`config.mk`:
```
export PLATFORM = sky130hd
export DESIGN_NAME = intel_hex_record_builder_top_flat
export DESIGN_NICKNAME = d
export VERILOG_FILES = /design/src/rtl/core/ihrb_pkg.sv /design/src/rtl/core/ihrb_if.sv /design/src/rtl/core/ihrb_front.sv /design/src/rtl/core/ihrb_cmd_fifo.sv /design/src/rtl/core/ihrb_back.sv /design/src/rtl/core/intel_hex_record_builder_top.sv /design/src/flat_wrapper.sv
export VERILOG_INCLUDE_DIRS = /design/src /design/src/rtl/core
export SDC_FILE = /design/constraint.sdc
export NUM_CORES = 1
export LEC_CHECK = 0
export BUFFER_PORTS_ARGS = -buffer_cell sky130_fd_sc_hd__buf_2
export CORE_UTILIZATION = 38
export CTS_CLUSTER_DIAMETER = 80
export CTS_CLUSTER_SIZE = 28
export DETAILED_ROUTE_END_ITERATION = 6
export SKIP_CTS_REPAIR_TIMING = 1
export SLEW_MARGIN = 20
export SYNTH_ARGS = -nofsm -noshare
export SYNTH_HDL_FRONTEND = slang
export SYNTH_SLANG_ARGS = --single-unit
```
`constraint.sdc`:
```
create_clock -name clk -period 34.3 [get_ports clk]
set_input_delay 0 -clock clk [delete_from_list [all_inputs] [get_ports clk]]
set_output_delay 0 -clock clk [all_outputs]
set_load 0.005 [all_outputs]
```
`src/rtl/core/intel_hex_record_builder_top_macros.svh`:
```
// ----------------------------------------------------------------------------
// Intel HEX record builder: assertion macros
// Immediate-implication and next-cycle-implication checks, clocked and
// disabled in reset. Empty in synthesis builds.
// ----------------------------------------------------------------------------
`ifndef INTEL_HEX_RECORD_BUILDER_TOP_MACROS_SVH
`define INTEL_HEX_RECORD_BUILDER_TOP_MACROS_SVH
`ifndef SYNTHESIS
// same-cycle implication
`define IHRB_ASSERT_IMP(lbl, clk, rstn, ante, cons) \
    lbl: assert property (@(posedge clk) disable iff (!rstn) (ante) |-> (cons)) \
        else $error("ihrb: same-cycle check failed");
// next-cycle implication
`define IHRB_ASSERT_NXT(lbl, clk, rstn, ante, cons) \
    lbl: assert property (@(posedge clk) disable iff (!rstn) (ante) |=> (cons)) \
        else $error("ihrb: next-cycle check failed");
`else
`define IHRB_ASSERT_IMP(lbl, clk, rstn, ante, cons)
`define IHRB_ASSERT_NXT(lbl, clk, rstn, ante, cons)
`endif
`endif

```
`src/rtl/core/ihrb_pkg.sv`:
```
// ----------------------------------------------------------------------------
// ihrb_pkg
// Shared types, record codes and checksum helper for the HEX record builder.
// ----------------------------------------------------------------------------
`default_nettype none

package ihrb_pkg;

    // largest data record the datapath can carry
    localparam int MAX_BYTES = 16;
    localparam int PAYLOAD_W = MAX_BYTES * 8;

    // record_type codes on the result port
    localparam logic [1:0] REC_DATA = 2'd0;
    localparam logic [1:0] REC_EXT  = 2'd1;
    localparam logic [1:0] REC_EOF  = 2'd2;

    // type codes as they enter the checksum
    localparam logic [7:0] HEX_DATA = 8'h00;
    localparam logic [7:0] HEX_EXT  = 8'h04;
    localparam logic [7:0] HEX_EOF  = 8'h01;

    localparam logic [4:0] EXT_COUNT = 5'd2;
    localparam logic [4:0] ONE_COUNT = 5'd1;
    localparam logic [7:0] EOF_CKS   = 8'hFF;

    // command queue depth
    localparam int CMD_DEPTH = 2;

    // one front-end command: up to two data records and an end marker
    typedef struct packed {
        logic                 r1_valid;
        logic [4:0]           r1_count;
        logic [31:0]          r1_start;
        logic [7:0]           r1_sum;
        logic [PAYLOAD_W-1:0] r1_payload;
        logic                 r2_valid;   // single-byte record
        logic [31:0]          r2_addr;
        logic [7:0]           r2_byte;
        logic                 eof;
    } cmd_t;

    // queue status seen by producer and consumer
    typedef struct packed {
        logic not_full;
        logic not_empty;
    } q_stat_t;

    // one result word
    typedef struct packed {
        logic [1:0]  record_type;
        logic [4:0]  byte_count;
        logic [15:0] load_offset;
        logic [63:0] payload_low;
        logic [63:0] payload_high;
        logic [7:0]  record_checksum;
        logic        last_of_run;
    } rec_t;

    // two's complement of an 8-bit byte sum
    function automatic logic [7:0] cks8(input logic [7:0] a, input logic [7:0] b,
                                        input logic [7:0] c, input logic [7:0] d,
                                        input logic [7:0] e);
        logic [7:0] s;
        s = a + b + c + d + e;
        return 8'h00 - s;
    endfunction

endpackage

`default_nettype wire

```
`src/rtl/core/ihrb_if.sv`:
```
// ----------------------------------------------------------------------------
// ihrb_if
// Valid/ready channels: memory locations in, HEX records out.
// ----------------------------------------------------------------------------
`default_nettype none

interface ihrb_loc_if;
    logic        valid;
    logic        ready;
    logic [31:0] location_address;
    logic        location_present;
    logic [7:0]  data_byte;
    logic        last_location;

    modport source (output valid, output location_address, output location_present,
                    output data_byte, output last_location, input ready);
    modport sink   (input valid, input location_address, input location_present,
                    input data_byte, input last_location, output ready);
endinterface

interface ihrb_rec_if;
    logic        valid;
    logic        ready;
    logic [1:0]  record_type;
    logic [4:0]  byte_count;
    logic [15:0] load_offset;
    logic [63:0] payload_low;
    logic [63:0] payload_high;
    logic [7:0]  record_checksum;
    logic        last_of_run;

    modport source (output valid, output record_type, output byte_count,
                    output load_offset, output payload_low, output payload_high,
                    output record_checksum, output last_of_run, input ready);
    modport sink   (input valid, input record_type, input byte_count,
                    input load_offset, input payload_low, input payload_high,
                    input record_checksum, input last_of_run, output ready);
endinterface

`default_nettype wire

```
`src/rtl/core/ihrb_front.sv`:
```
// ----------------------------------------------------------------------------
// ihrb_front
// Accepts locations, gathers the open record and issues flush commands.
// ----------------------------------------------------------------------------
`default_nettype none

module ihrb_front #(
    parameter int RECORD_BYTES = 16
) (
    input  wire logic              clk,
    input  wire logic              rst_n,
    ihrb_loc_if.sink               loc,
    input  wire ihrb_pkg::q_stat_t q_stat,
    output logic                   push,
    output ihrb_pkg::cmd_t         push_cmd
);

    localparam int FILL_W = $clog2(RECORD_BYTES + 1);
    localparam int IDX_W  = (RECORD_BYTES > 1) ? $clog2(RECORD_BYTES) : 1;

    logic [FILL_W-1:0] fill_reg, fill_next;
    logic [31:0]       start_reg, start_next;
    logic [7:0]        sum_reg, sum_next;
    logic [7:0]        bytes_reg [RECORD_BYTES];

    logic              accept;
    logic              open_rec;
    logic              boundary;
    logic              use_new;
    logic [FILL_W-1:0] new_fill;
    logic [FILL_W-1:0] snap_cnt;
    logic              r1_v, r2_v;
    logic              wr_en;
    logic [IDX_W-1:0]  wr_idx;
    logic [ihrb_pkg::PAYLOAD_W-1:0] snap_payload;

    assign loc.ready = q_stat.not_full;
    assign accept    = loc.valid && loc.ready;
    assign open_rec  = (fill_reg != '0);
    assign boundary  = loc.location_present && open_rec
                       && (loc.location_address[15:0] == 16'h0000);
    assign use_new   = loc.location_present && !boundary;
    assign new_fill  = fill_reg + FILL_W'(1);
    assign snap_cnt  = use_new ? new_fill : fill_reg;

    // snapshot lanes: stored bytes, with this word's byte when appended
    for (genvar g = 0; g < ihrb_pkg::MAX_BYTES; g++) begin : g_lane
        if (g < RECORD_BYTES) begin : g_used
            assign snap_payload[g*8 +: 8] =
                (FILL_W'(g) < snap_cnt)
                    ? ((use_new && (fill_reg == FILL_W'(g))) ? loc.data_byte
                                                             : bytes_reg[g])
                    : 8'h00;
        end else begin : g_unused
            assign snap_payload[g*8 +: 8] = 8'h00;
        end
    end

    // classify the word and work out the next record state
    always_comb
    begin
        r1_v       = 1'b0;
        r2_v       = 1'b0;
        fill_next  = fill_reg;
        start_next = start_reg;
        sum_next   = sum_reg;
        wr_en      = 1'b0;
        wr_idx     = fill_reg[IDX_W-1:0];
        if (!loc.location_present) begin
            r1_v      = open_rec;
            fill_next = '0;
            sum_next  = 8'h00;
        end else if (boundary) begin
            // old record closes, this byte opens a new one
            r1_v       = 1'b1;
            r2_v       = (RECORD_BYTES == 1) || loc.last_location;
            start_next = loc.location_address;
            fill_next  = r2_v ? '0 : FILL_W'(1);
            sum_next   = r2_v ? 8'h00 : loc.data_byte;
            wr_en      = 1'b1;
            wr_idx     = '0;
        end else begin
            r1_v       = (new_fill == FILL_W'(RECORD_BYTES)) || loc.last_location;
            start_next = open_rec ? start_reg : loc.location_address;
            fill_next  = r1_v ? '0 : new_fill;
            sum_next   = r1_v ? 8'h00 : (sum_reg + loc.data_byte);
            wr_en      = 1'b1;
        end
    end

    // command toward the queue
    always_comb
    begin
        push_cmd            = '0;
        push_cmd.r1_valid   = r1_v;
        push_cmd.r1_count   = 5'(snap_cnt);
        push_cmd.r1_start   = use_new ? (open_rec ? start_reg : loc.location_address)
                                      : start_reg;
        push_cmd.r1_sum     = use_new ? (sum_reg + loc.data_byte) : sum_reg;
        push_cmd.r1_payload = snap_payload;
        push_cmd.r2_valid   = r2_v;
        push_cmd.r2_addr    = loc.location_address;
        push_cmd.r2_byte    = loc.data_byte;
        push_cmd.eof        = loc.last_location;
    end

    assign push = accept && (r1_v || r2_v || loc.last_location);

    // record state
    always_ff @(posedge clk or negedge rst_n)
    begin
        if (!rst_n) begin
            fill_reg  <= '0;
            start_reg <= '0;
            sum_reg   <= '0;
        end else if (accept) begin
            fill_reg  <= fill_next;
            start_reg <= start_next;
            sum_reg   <= sum_next;
        end
    end

    // record bytes, no reset
    always_ff @(posedge clk)
    begin
        if (accept && wr_en) begin
            bytes_reg[wr_idx] <= loc.data_byte;
        end
    end

endmodule

`default_nettype wire

```
`src/rtl/core/ihrb_cmd_fifo.sv`:
```
// ----------------------------------------------------------------------------
// ihrb_cmd_fifo
// Short command queue between the front and back ends.
// ----------------------------------------------------------------------------
`default_nettype none
`include "intel_hex_record_builder_top_macros.svh"

module ihrb_cmd_fifo (
    input  wire logic              clk,
    input  wire logic              rst_n,
    input  wire logic              push,
    input  wire ihrb_pkg::cmd_t    push_cmd,
    input  wire logic              pop,
    output ihrb_pkg::cmd_t         head_cmd,
    output ihrb_pkg::q_stat_t      q_stat
);

    localparam int PTR_W = $clog2(ihrb_pkg::CMD_DEPTH);
    localparam int CNT_W = $clog2(ihrb_pkg::CMD_DEPTH + 1);

    ihrb_pkg::cmd_t    entry_reg [ihrb_pkg::CMD_DEPTH];
    logic [PTR_W-1:0]  wr_ptr_reg, rd_ptr_reg;
    logic [CNT_W-1:0]  count_reg;

    assign q_stat.not_full  = (count_reg != CNT_W'(ihrb_pkg::CMD_DEPTH));
    assign q_stat.not_empty = (count_reg != '0);
    assign head_cmd         = entry_reg[rd_ptr_reg];

    // pointers and fill level
    always_ff @(posedge clk or negedge rst_n)
    begin
        if (!rst_n) begin
            wr_ptr_reg <= '0;
            rd_ptr_reg <= '0;
            count_reg  <= '0;
        end else begin
            if (push) begin
                wr_ptr_reg <= wr_ptr_reg + PTR_W'(1);
            end
            if (pop) begin
                rd_ptr_reg <= rd_ptr_reg + PTR_W'(1);
            end
            if (push && !pop) begin
                count_reg <= count_reg + CNT_W'(1);
            end else if (pop && !push) begin
                count_reg <= count_reg - CNT_W'(1);
            end
        end
    end

    // entries
    always_ff @(posedge clk)
    begin
        if (push) begin
            entry_reg[wr_ptr_reg] <= push_cmd;
        end
    end

    `IHRB_ASSERT_IMP(a_fill_bound, clk, rst_n, 1'b1, count_reg <= CNT_W'(ihrb_pkg::CMD_DEPTH))
    `IHRB_ASSERT_IMP(a_no_overflow, clk, rst_n, push, q_stat.not_full || pop)
    `IHRB_ASSERT_IMP(a_no_underflow, clk, rst_n, pop, q_stat.not_empty)

endmodule

`default_nettype wire

```
`src/rtl/core/ihrb_back.sv`:
```
// ----------------------------------------------------------------------------
// ihrb_back
// Expands queued commands into address, data and end records, one a cycle while rec accepts them.
// ----------------------------------------------------------------------------
`default_nettype none
`include "intel_hex_record_builder_top_macros.svh"

module ihrb_back (
    input  wire logic              clk,
    input  wire logic              rst_n,
    input  wire ihrb_pkg::q_stat_t q_stat,
    input  wire ihrb_pkg::cmd_t    head_cmd,
    output logic                   pop,
    ihrb_rec_if.source             rec
);

    typedef enum logic [2:0] {
        ST_EXT1,
        ST_DAT1,
        ST_EXT2,
        ST_DAT2,
        ST_EOF
    } step_t;

    step_t          phase_reg, cur_step, step_after;
    logic [15:0]    seg_reg;
    logic           out_valid_reg;
    ihrb_pkg::rec_t out_rec_reg;

    logic [15:0]    seg1, seg2, cur_seg;
    logic           en_ext1, en_dat1, en_ext2, en_dat2, en_eof, any_en;
    logic           cur_last, can_load, emit;
    ihrb_pkg::rec_t rec_next;

    assign seg1 = head_cmd.r1_start[31:16];
    assign seg2 = head_cmd.r2_addr[31:16];

    // steps still due for the head command
    assign en_ext1 = head_cmd.r1_valid && (seg1 != seg_reg) && (phase_reg <= ST_EXT1);
    assign en_dat1 = head_cmd.r1_valid && (phase_reg <= ST_DAT1);
    assign en_ext2 = head_cmd.r2_valid && (seg2 != seg_reg) && (phase_reg <= ST_EXT2);
    assign en_dat2 = head_cmd.r2_valid && (phase_reg <= ST_DAT2);
    assign en_eof  = head_cmd.eof;
    assign any_en  = en_ext1 || en_dat1 || en_ext2 || en_dat2 || en_eof;

    // pick the first due step
    always_comb
    begin
        if (en_ext1) begin
            cur_step = ST_EXT1;
        end else if (en_dat1) begin
            cur_step = ST_DAT1;
        end else if (en_ext2) begin
            cur_step = ST_EXT2;
        end else if (en_dat2) begin
            cur_step = ST_DAT2;
        end else begin
            cur_step = ST_EOF;
        end
    end

    assign cur_seg = (cur_step == ST_EXT1) ? seg1 : seg2;

    // build the record for the chosen step
    always_comb
    begin
        rec_next   = '0;
        cur_last   = 1'b0;
        step_after = ST_EXT1;
        case (cur_step)
            ST_EXT1, ST_EXT2:
            begin
                rec_next.record_type     = ihrb_pkg::REC_EXT;
                rec_next.byte_count      = ihrb_pkg::EXT_COUNT;
                rec_next.payload_low     = {48'h0, cur_seg[7:0], cur_seg[15:8]};
                rec_next.record_checksum = ihrb_pkg::cks8({3'b000, ihrb_pkg::EXT_COUNT},
                                               8'h00, ihrb_pkg::HEX_EXT,
                                               cur_seg[15:8], cur_seg[7:0]);
                step_after = (cur_step == ST_EXT1) ? ST_DAT1 : ST_DAT2;
            end
            ST_DAT1:
            begin
                rec_next.record_type     = ihrb_pkg::REC_DATA;
                rec_next.byte_count      = head_cmd.r1_count;
                rec_next.load_offset     = head_cmd.r1_start[15:0];
                rec_next.payload_low     = head_cmd.r1_payload[63:0];
                rec_next.payload_high    = head_cmd.r1_payload[127:64];
                rec_next.record_checksum = ihrb_pkg::cks8({3'b000, head_cmd.r1_count},
                                               head_cmd.r1_start[15:8],
                                               head_cmd.r1_start[7:0],
                                               ihrb_pkg::HEX_DATA, head_cmd.r1_sum);
                cur_last   = !head_cmd.r2_valid && !head_cmd.eof;
                step_after = ST_EXT2;
            end
            ST_DAT2:
            begin
                rec_next.record_type     = ihrb_pkg::REC_DATA;
                rec_next.byte_count      = ihrb_pkg::ONE_COUNT;
                rec_next.load_offset     = head_cmd.r2_addr[15:0];
                rec_next.payload_low     = {56'h0, head_cmd.r2_byte};
                rec_next.record_checksum = ihrb_pkg::cks8({3'b000, ihrb_pkg::ONE_COUNT},
                                               head_cmd.r2_addr[15:8],
                                               head_cmd.r2_addr[7:0],
                                               ihrb_pkg::HEX_DATA, head_cmd.r2_byte);
                cur_last   = !head_cmd.eof;
                step_after = ST_EOF;
            end
            default:
            begin
                rec_next.record_type     = ihrb_pkg::REC_EOF;
                rec_next.record_checksum = ihrb_pkg::EOF_CKS;
                cur_last   = 1'b1;
                step_after = ST_EXT1;
            end
        endcase
        rec_next.last_of_run = cur_last;
    end

    assign can_load = !out_valid_reg || rec.ready;
    assign emit     = q_stat.not_empty && can_load && any_en;
    assign pop      = emit && cur_last;

    // sequencer state, segment and output register
    always_ff @(posedge clk or negedge rst_n)
    begin
        if (!rst_n) begin
            phase_reg     <= ST_EXT1;
            seg_reg       <= '0;
            out_valid_reg <= 1'b0;
            out_rec_reg   <= '0;
        end else begin
            if (emit) begin
                out_valid_reg <= 1'b1;
                out_rec_reg   <= rec_next;
                phase_reg     <= cur_last ? ST_EXT1 : step_after;
                if (cur_step == ST_EXT1 || cur_step == ST_EXT2) begin
                    seg_reg <= cur_seg;
                end
            end else if (rec.ready) begin
                out_valid_reg <= 1'b0;
            end
        end
    end

    assign rec.valid           = out_valid_reg;
    assign rec.record_type     = out_rec_reg.record_type;
    assign rec.byte_count      = out_rec_reg.byte_count;
    assign rec.load_offset     = out_rec_reg.load_offset;
    assign rec.payload_low     = out_rec_reg.payload_low;
    assign rec.payload_high    = out_rec_reg.payload_high;
    assign rec.record_checksum = out_rec_reg.record_checksum;
    assign rec.last_of_run     = out_rec_reg.last_of_run;

    `IHRB_ASSERT_IMP(a_work_left, clk, rst_n, q_stat.not_empty, any_en)
    `IHRB_ASSERT_IMP(a_dat2_has_byte, clk, rst_n, emit && (cur_step == ST_DAT2), head_cmd.r2_valid)
    `IHRB_ASSERT_NXT(a_seg_follows, clk, rst_n, emit && (cur_step == ST_EXT1 || cur_step == ST_EXT2), seg_reg == $past(cur_seg))

endmodule

`default_nettype wire

```
`src/rtl/core/intel_hex_record_builder_top.sv`:
```
// ----------------------------------------------------------------------------
// intel_hex_record_builder_top
// Packs a stream of memory locations into Intel HEX records (binary fields).
//
//   channel  dir  word                               handshake
//   loc      in   address, present, byte, last       valid/ready
//   rec      out  type, count, offset, payload, cks  valid/ready
//
// One location is taken per cycle while the command queue has room.
// The back-end sequencer emits one record at a time; a location yields
// up to five records, so bursts hold loc.ready low through the queue.
// First record is registered in the queue and then in the output register of rec.
// Reset clears record state and segment at once; no clearing pass.
// ----------------------------------------------------------------------------
`default_nettype none

module intel_hex_record_builder_top #(
    parameter int RECORD_BYTES = 16
) (
    input  wire logic  clk,
    input  wire logic  rst_n,
    ihrb_loc_if.sink   loc,
    ihrb_rec_if.source rec
);

    ihrb_pkg::q_stat_t q_stat;
    ihrb_pkg::cmd_t    push_cmd, head_cmd;
    logic              push, pop;

    // front end: gather bytes, issue flush commands
    ihrb_front #(
        .RECORD_BYTES (RECORD_BYTES)
    ) u_front (
        .clk      (clk),
        .rst_n    (rst_n),
        .loc      (loc),
        .q_stat   (q_stat),
        .push     (push),
        .push_cmd (push_cmd)
    );

    // command queue
    ihrb_cmd_fifo u_fifo (
        .clk      (clk),
        .rst_n    (rst_n),
        .push     (push),
        .push_cmd (push_cmd),
        .pop      (pop),
        .head_cmd (head_cmd),
        .q_stat   (q_stat)
    );

    // back end: emit records
    ihrb_back u_back (
        .clk      (clk),
        .rst_n    (rst_n),
        .q_stat   (q_stat),
        .head_cmd (head_cmd),
        .pop      (pop),
        .rec      (rec)
    );

endmodule

`default_nettype wire
```
`src/flat_wrapper.sv`:
```
// flat-port wrapper written by rule: the top's interface ports become plain ports
module intel_hex_record_builder_top_flat 
#(
    parameter int RECORD_BYTES = 16
)
  (clk, rst_n, loc_valid, loc_location_address, loc_location_present, loc_data_byte, loc_last_location, loc_ready, rec_valid, rec_record_type, rec_byte_count, rec_load_offset, rec_payload_low, rec_payload_high, rec_record_checksum, rec_last_of_run, rec_ready);
  ihrb_loc_if loc_i ();
  ihrb_rec_if rec_i ();
  input  wire logic clk;
  input  wire logic rst_n;
  input wire logic [$bits(loc_i.valid)-1:0] loc_valid;
  input wire logic [$bits(loc_i.location_address)-1:0] loc_location_address;
  input wire logic [$bits(loc_i.location_present)-1:0] loc_location_present;
  input wire logic [$bits(loc_i.data_byte)-1:0] loc_data_byte;
  input wire logic [$bits(loc_i.last_location)-1:0] loc_last_location;
  output wire logic [$bits(loc_i.ready)-1:0] loc_ready;
  output wire logic [$bits(rec_i.valid)-1:0] rec_valid;
  output wire logic [$bits(rec_i.record_type)-1:0] rec_record_type;
  output wire logic [$bits(rec_i.byte_count)-1:0] rec_byte_count;
  output wire logic [$bits(rec_i.load_offset)-1:0] rec_load_offset;
  output wire logic [$bits(rec_i.payload_low)-1:0] rec_payload_low;
  output wire logic [$bits(rec_i.payload_high)-1:0] rec_payload_high;
  output wire logic [$bits(rec_i.record_checksum)-1:0] rec_record_checksum;
  output wire logic [$bits(rec_i.last_of_run)-1:0] rec_last_of_run;
  input wire logic [$bits(rec_i.ready)-1:0] rec_ready;
  assign loc_i.valid = loc_valid;
  assign loc_i.location_address = loc_location_address;
  assign loc_i.location_present = loc_location_present;
  assign loc_i.data_byte = loc_data_byte;
  assign loc_i.last_location = loc_last_location;
  assign loc_ready = loc_i.ready;
  assign rec_valid = rec_i.valid;
  assign rec_record_type = rec_i.record_type;
  assign rec_byte_count = rec_i.byte_count;
  assign rec_load_offset = rec_i.load_offset;
  assign rec_payload_low = rec_i.payload_low;
  assign rec_payload_high = rec_i.payload_high;
  assign rec_record_checksum = rec_i.record_checksum;
  assign rec_last_of_run = rec_i.last_of_run;
  assign rec_i.ready = rec_ready;
  intel_hex_record_builder_top #(.RECORD_BYTES(RECORD_BYTES)) u_core (.clk(clk), .rst_n(rst_n), .loc(loc_i), .rec(rec_i));
endmodule
```
==> results.md <==
- Outcome: finished with violations
- Failing checks: DRC
- Clock transition at path regs: 0.11 ns
- Final cell area excluding filler cells: 38000 um2
- Synthesized area divided by synthesized cell count: 13.9 um2
- Count of maximum capacitance violations: 0
- Yosys warnings: 0
- Clk_lat worst skew: 0.62 ns
- Largest net degree at the start of global routing: 109
- Total global routing track utilization: 0.186
- EDFF count, synth: 560
- Diode count: 0
- CP Max Fanout: 55
- List of cells traversed by the critical path: buf_4, buf_4, mux2_2, fa_1, fa_1, inv_1, ha_1, ha_1, a21o_1, a21oi_1, o21bai_1, a21oi_1, xnor2_1, a22o_1, a2111oi_0, nor3_1
- Total CTS buffers: 39
- Synth Register Bits: 789
- First-pass GRT wire length: 128000 um
- Number of global-route vias before repair: 19976
- Ports: 208
- First DRT Iteration DRCs: 1799
- Leakage power total: 15.0 nW
- Sum of net half-perimeters after detailed placement: 57300 um
- Area growth syn-to-layout: 11.6%
- Biggest cell delay along the critical path: 1.00 ns
- Proportion of synthesized flip-flops having asynchronous set or reset: 0.290
- Number of setup violations in the final report: 0
- Antenna violations before repair: 2
- Die X-Extent: 301 um
- Sequential cell area fraction in the yosys report: 0.662
- Row count: 109
- Standard cell core area: 88500 um2
- Worst clock skew on the final layout: 0.0493 ns
- Routed Wire Length: 85800 um
- Y dimension of the die: 301 um
- Weighted congestion reported at the end of routability-driven placement: 0.896
- Detailed-route vias per instance: 5.31
- Clock tree from TritonCTS: yes
- Worst IR Drop VDD: 0.0000624 V
- Pins Over Slew Limit: 0
- Synthesized netlist net count: 2566
- Launching element type of the critical path: register
- Remaining global-route overflow: 0
- Fin crit share: 0.183
- Worst relative slew slack: 0.264
- H-Tree Level Count: 2
- Hold Fails Final Rpt: 0
- Routed wire length per instance: 22.4 um
- Period minus WS final: 6.26 ns
- Critical Path Sink Type: register
- Tightest Hold Check Type: input port to register
- Worst slew pin tran: 1.10 ns
- Post-synthesis cell count: 2452
- CP Data Arrival Time: 6.75 ns
- Flip-flop count of the largest register after layout: 432
- Highest attainable clock frequency: 160 MHz
- Maximum count of clock buffers along a single path: 3
- Setup repair after global routing missed its margin: no
- CP required: 34.78 ns
- Power density over cell area: 88.5 nW/um2
- First-pass iteration count of the detailed router: 7
- Initial Utilization: 0.385
- Vias after detailed routing: 20329
- Die ar.: 90800 um2
- Final antenna-violating net count: 0
- Placement Cell Area: 36200 um2
- Port Buffer Count: 207
- Net count of the finished layout: 2745
- Count of unique library cells instantiated by Yosys: 78
- Slowest stage cell on the critical path: sky130_fd_sc_hd__dfrtp_4
- # clock sinks: 789
- Clock Tree Root: sky130_fd_sc_hd__clkbuf_16
- Layout cell share with drive strength beyond 1: 0.158
- Class of the most critical setup path: register to register
- Most used flip-flop cell after synthesis: sky130_fd_sc_hd__edfxtp_1
- Summed negative setup slack over all endpoints: 0 ns
- Residual DRC: 14
- Mapped cell area: 34100 um2
## routing by layer
layer | routed length (um) | global-route usage
met3 | 4810 | 0.0292
met2 | 41200 | 0.303
met4 | 2010 | 0.0477
met1 | 37800 | 0.260
met5 | 27 | 0
## synthesized netlist by cell type, types with 5 or more instances
cell	n	area, um2
sky130_fd_sc_hd__a211oi_1	7	52.6
sky130_fd_sc_hd__a21o_1	12	90.1
sky130_fd_sc_hd__a21oi_1	53	265
sky130_fd_sc_hd__a221oi_1	12	105
sky130_fd_sc_hd__a22o_1	15	131
sky130_fd_sc_hd__a22oi_1	6	45.0
sky130_fd_sc_hd__and3_1	5	31.3
sky130_fd_sc_hd__buf_1	27	101
sky130_fd_sc_hd__buf_2	29	145
sky130_fd_sc_hd__buf_6	6	67.6
sky130_fd_sc_hd__clkbuf_1	70	263
sky130_fd_sc_hd__dfrtp_1	229	5730
sky130_fd_sc_hd__edfxtp_1	560	16800
sky130_fd_sc_hd__fa_1	21	420
sky130_fd_sc_hd__ha_1	47	588
sky130_fd_sc_hd__inv_1	54	203
sky130_fd_sc_hd__mux2_2	52	586
sky130_fd_sc_hd__mux2_4	10	150
sky130_fd_sc_hd__mux2i_1	303	3030
sky130_fd_sc_hd__mux4_2	13	293
sky130_fd_sc_hd__nand2_1	326	1220
sky130_fd_sc_hd__nand2b_1	12	75.1
sky130_fd_sc_hd__nand3_1	15	75.1
sky130_fd_sc_hd__nand4_1	5	31.3
sky130_fd_sc_hd__nor2_1	197	739
sky130_fd_sc_hd__nor2_2	7	43.8
sky130_fd_sc_hd__nor2b_1	19	119
sky130_fd_sc_hd__nor3_1	15	75.1
sky130_fd_sc_hd__nor4_1	8	50.1
sky130_fd_sc_hd__o21a_1	6	45.0
sky130_fd_sc_hd__o21ai_0	32	160
sky130_fd_sc_hd__o21ai_1	22	110
sky130_fd_sc_hd__o22ai_1	5	31.3
sky130_fd_sc_hd__o31ai_1	117	878
sky130_fd_sc_hd__xnor2_1	57	499
sky130_fd_sc_hd__xor2_1	9	78.8
## cell type report
class | count | area, um2
multi-input cells | 1472 | 10700
flip-flops and latches | 789 | 22600
well taps | 1165 | 1460
fillers | 7927 | 50500
repair buffers | 275 | 1680
clock buffers | 54 | 1100
inverters | 54 | 203
clock inverters | 18 | 255
## cells by family (layout without fill, tap and decap cells)
kind of cell / Yosys count / after routing / share of synthesized area
flip-flops: 789 / 789 / 0.662
AND/OR/NAND/NOR: 631 / 631 / 0.0782
multiplexers: 379 / 379 / 0.120
AO/OA/AOI/OAI: 326 / 326 / 0.0676
buffers and inverters: 191 / 401 / 0.0244
adder cells (fa/ha/maj): 68 / 68 / 0.0296
XOR/XNOR: 68 / 68 / 0.0181
## critical path: cells and delay by family, from the launching register on
family / cells / cell delay, ns
xor gates and xnor gates: 1 / 0.10
adders and majority gates: 4 / 1.71
DFF: 1 / 1.00
buffers and inverters: 3 / 1.37
AOI/OAI and AO/OA: 6 / 1.33
and+or+nand+nor: 1 / 0.11
muxes: 1 / 0.46
## where the power goes
group	total (mW)	switching, mW	internal (mW)	leakage, nW
combinational	1.41	0.858	0.548	6.17
sequential	1.38	0.112	1.27	8.18
clock	0.578	0.322	0.256	0.656
## placed cells by master, fill, tap and decap left out, types with 5 or more instances in the layout
| master | synthesis | layout |
|---|---|---|
| sky130_fd_sc_hd__o21ai_0 | 32 | 31 |
| sky130_fd_sc_hd__dfrtp_1 | 229 | 228 |
| sky130_fd_sc_hd__mux4_2 | 13 | 13 |
| sky130_fd_sc_hd__o21a_1 | 6 | 6 |
| sky130_fd_sc_hd__a22oi_1 | 6 | 6 |
| sky130_fd_sc_hd__nand3_1 | 15 | 15 |
| sky130_fd_sc_hd__a21oi_1 | 53 | 52 |
| sky130_fd_sc_hd__mux2_4 | 10 | 10 |
| sky130_fd_sc_hd__mux2i_1 | 303 | 303 |
| sky130_fd_sc_hd__buf_2 | 29 | 206 |
| sky130_fd_sc_hd__a22o_1 | 15 | 15 |
| sky130_fd_sc_hd__nand2b_1 | 12 | 12 |
| sky130_fd_sc_hd__nand2_1 | 326 | 324 |
| sky130_fd_sc_hd__and3_1 | 5 | 5 |
| sky130_fd_sc_hd__nor4_1 | 8 | 8 |
| sky130_fd_sc_hd__nor3_2 | 3 | 5 |
| sky130_fd_sc_hd__xnor2_1 | 57 | 57 |
| sky130_fd_sc_hd__xor2_1 | 9 | 9 |
| sky130_fd_sc_hd__o31ai_1 | 117 | 117 |
| sky130_fd_sc_hd__fa_1 | 21 | 21 |
| sky130_fd_sc_hd__nand4_1 | 5 | 5 |
| sky130_fd_sc_hd__o21ai_1 | 22 | 22 |
| sky130_fd_sc_hd__nor2_1 | 197 | 196 |
| sky130_fd_sc_hd__inv_1 | 54 | 54 |
| sky130_fd_sc_hd__dlygate4sd3_1 | 0 | 37 |
| sky130_fd_sc_hd__a21o_1 | 12 | 11 |
| sky130_fd_sc_hd__clkbuf_1 | 70 | 10 |
| sky130_fd_sc_hd__mux2_2 | 52 | 52 |
| sky130_fd_sc_hd__nor2b_1 | 19 | 18 |
| sky130_fd_sc_hd__o22ai_1 | 5 | 5 |
| sky130_fd_sc_hd__nor2_2 | 7 | 7 |
| sky130_fd_sc_hd__nor3_1 | 15 | 13 |
| sky130_fd_sc_hd__a221oi_1 | 12 | 12 |
| sky130_fd_sc_hd__buf_4 | 3 | 27 |
| sky130_fd_sc_hd__a211oi_1 | 7 | 7 |
| sky130_fd_sc_hd__clkbuf_16 | 0 | 41 |
| sky130_fd_sc_hd__edfxtp_1 | 560 | 560 |
| sky130_fd_sc_hd__ha_1 | 47 | 47 |
## through the flow
stage	hold WS [ns]	setup WS (ns)	utilization	cells	total power, mW
after detailed placement	0.151	28.08	0.409	3716	2.80
after global placement	0.143	28.04	0.409	3714	2.77
after CTS	-0.523	28.06	0.425	3788	3.39
after global routing	0.000812	27.73	0.429	3827	3.57
final	0.0166	28.04	0.429	3827	3.36
after floorplan	-0.296	21.35	-	2452	2.39
## final timing paths
path	startpoint	end	slack, ns	depth (start not counted)
setup / recovery	u_core.u_fifo.rd_ptr_reg	u_core.u_back.rec.record_checksum[7]	28.04	16
hold / removal	loc_data_byte[2]	u_core.u_front.bytes_reg[12][2]	0.02	2
setup reg to reg	u_core.u_fifo.rd_ptr_reg	u_core.u_back.rec.record_checksum[7]	28.04	16
hold reg to reg	u_core.u_back.rec.byte_count[0]	u_core.u_back.rec.byte_count[0]	0.48	2
max in group asynchronous	rst_n	u_core.u_back.rec.payload_low[24]	32.69	3
min in group asynchronous	rst_n	u_core.u_front.start_reg[24]	0.04	2
(Power assumes the default switching activity.)
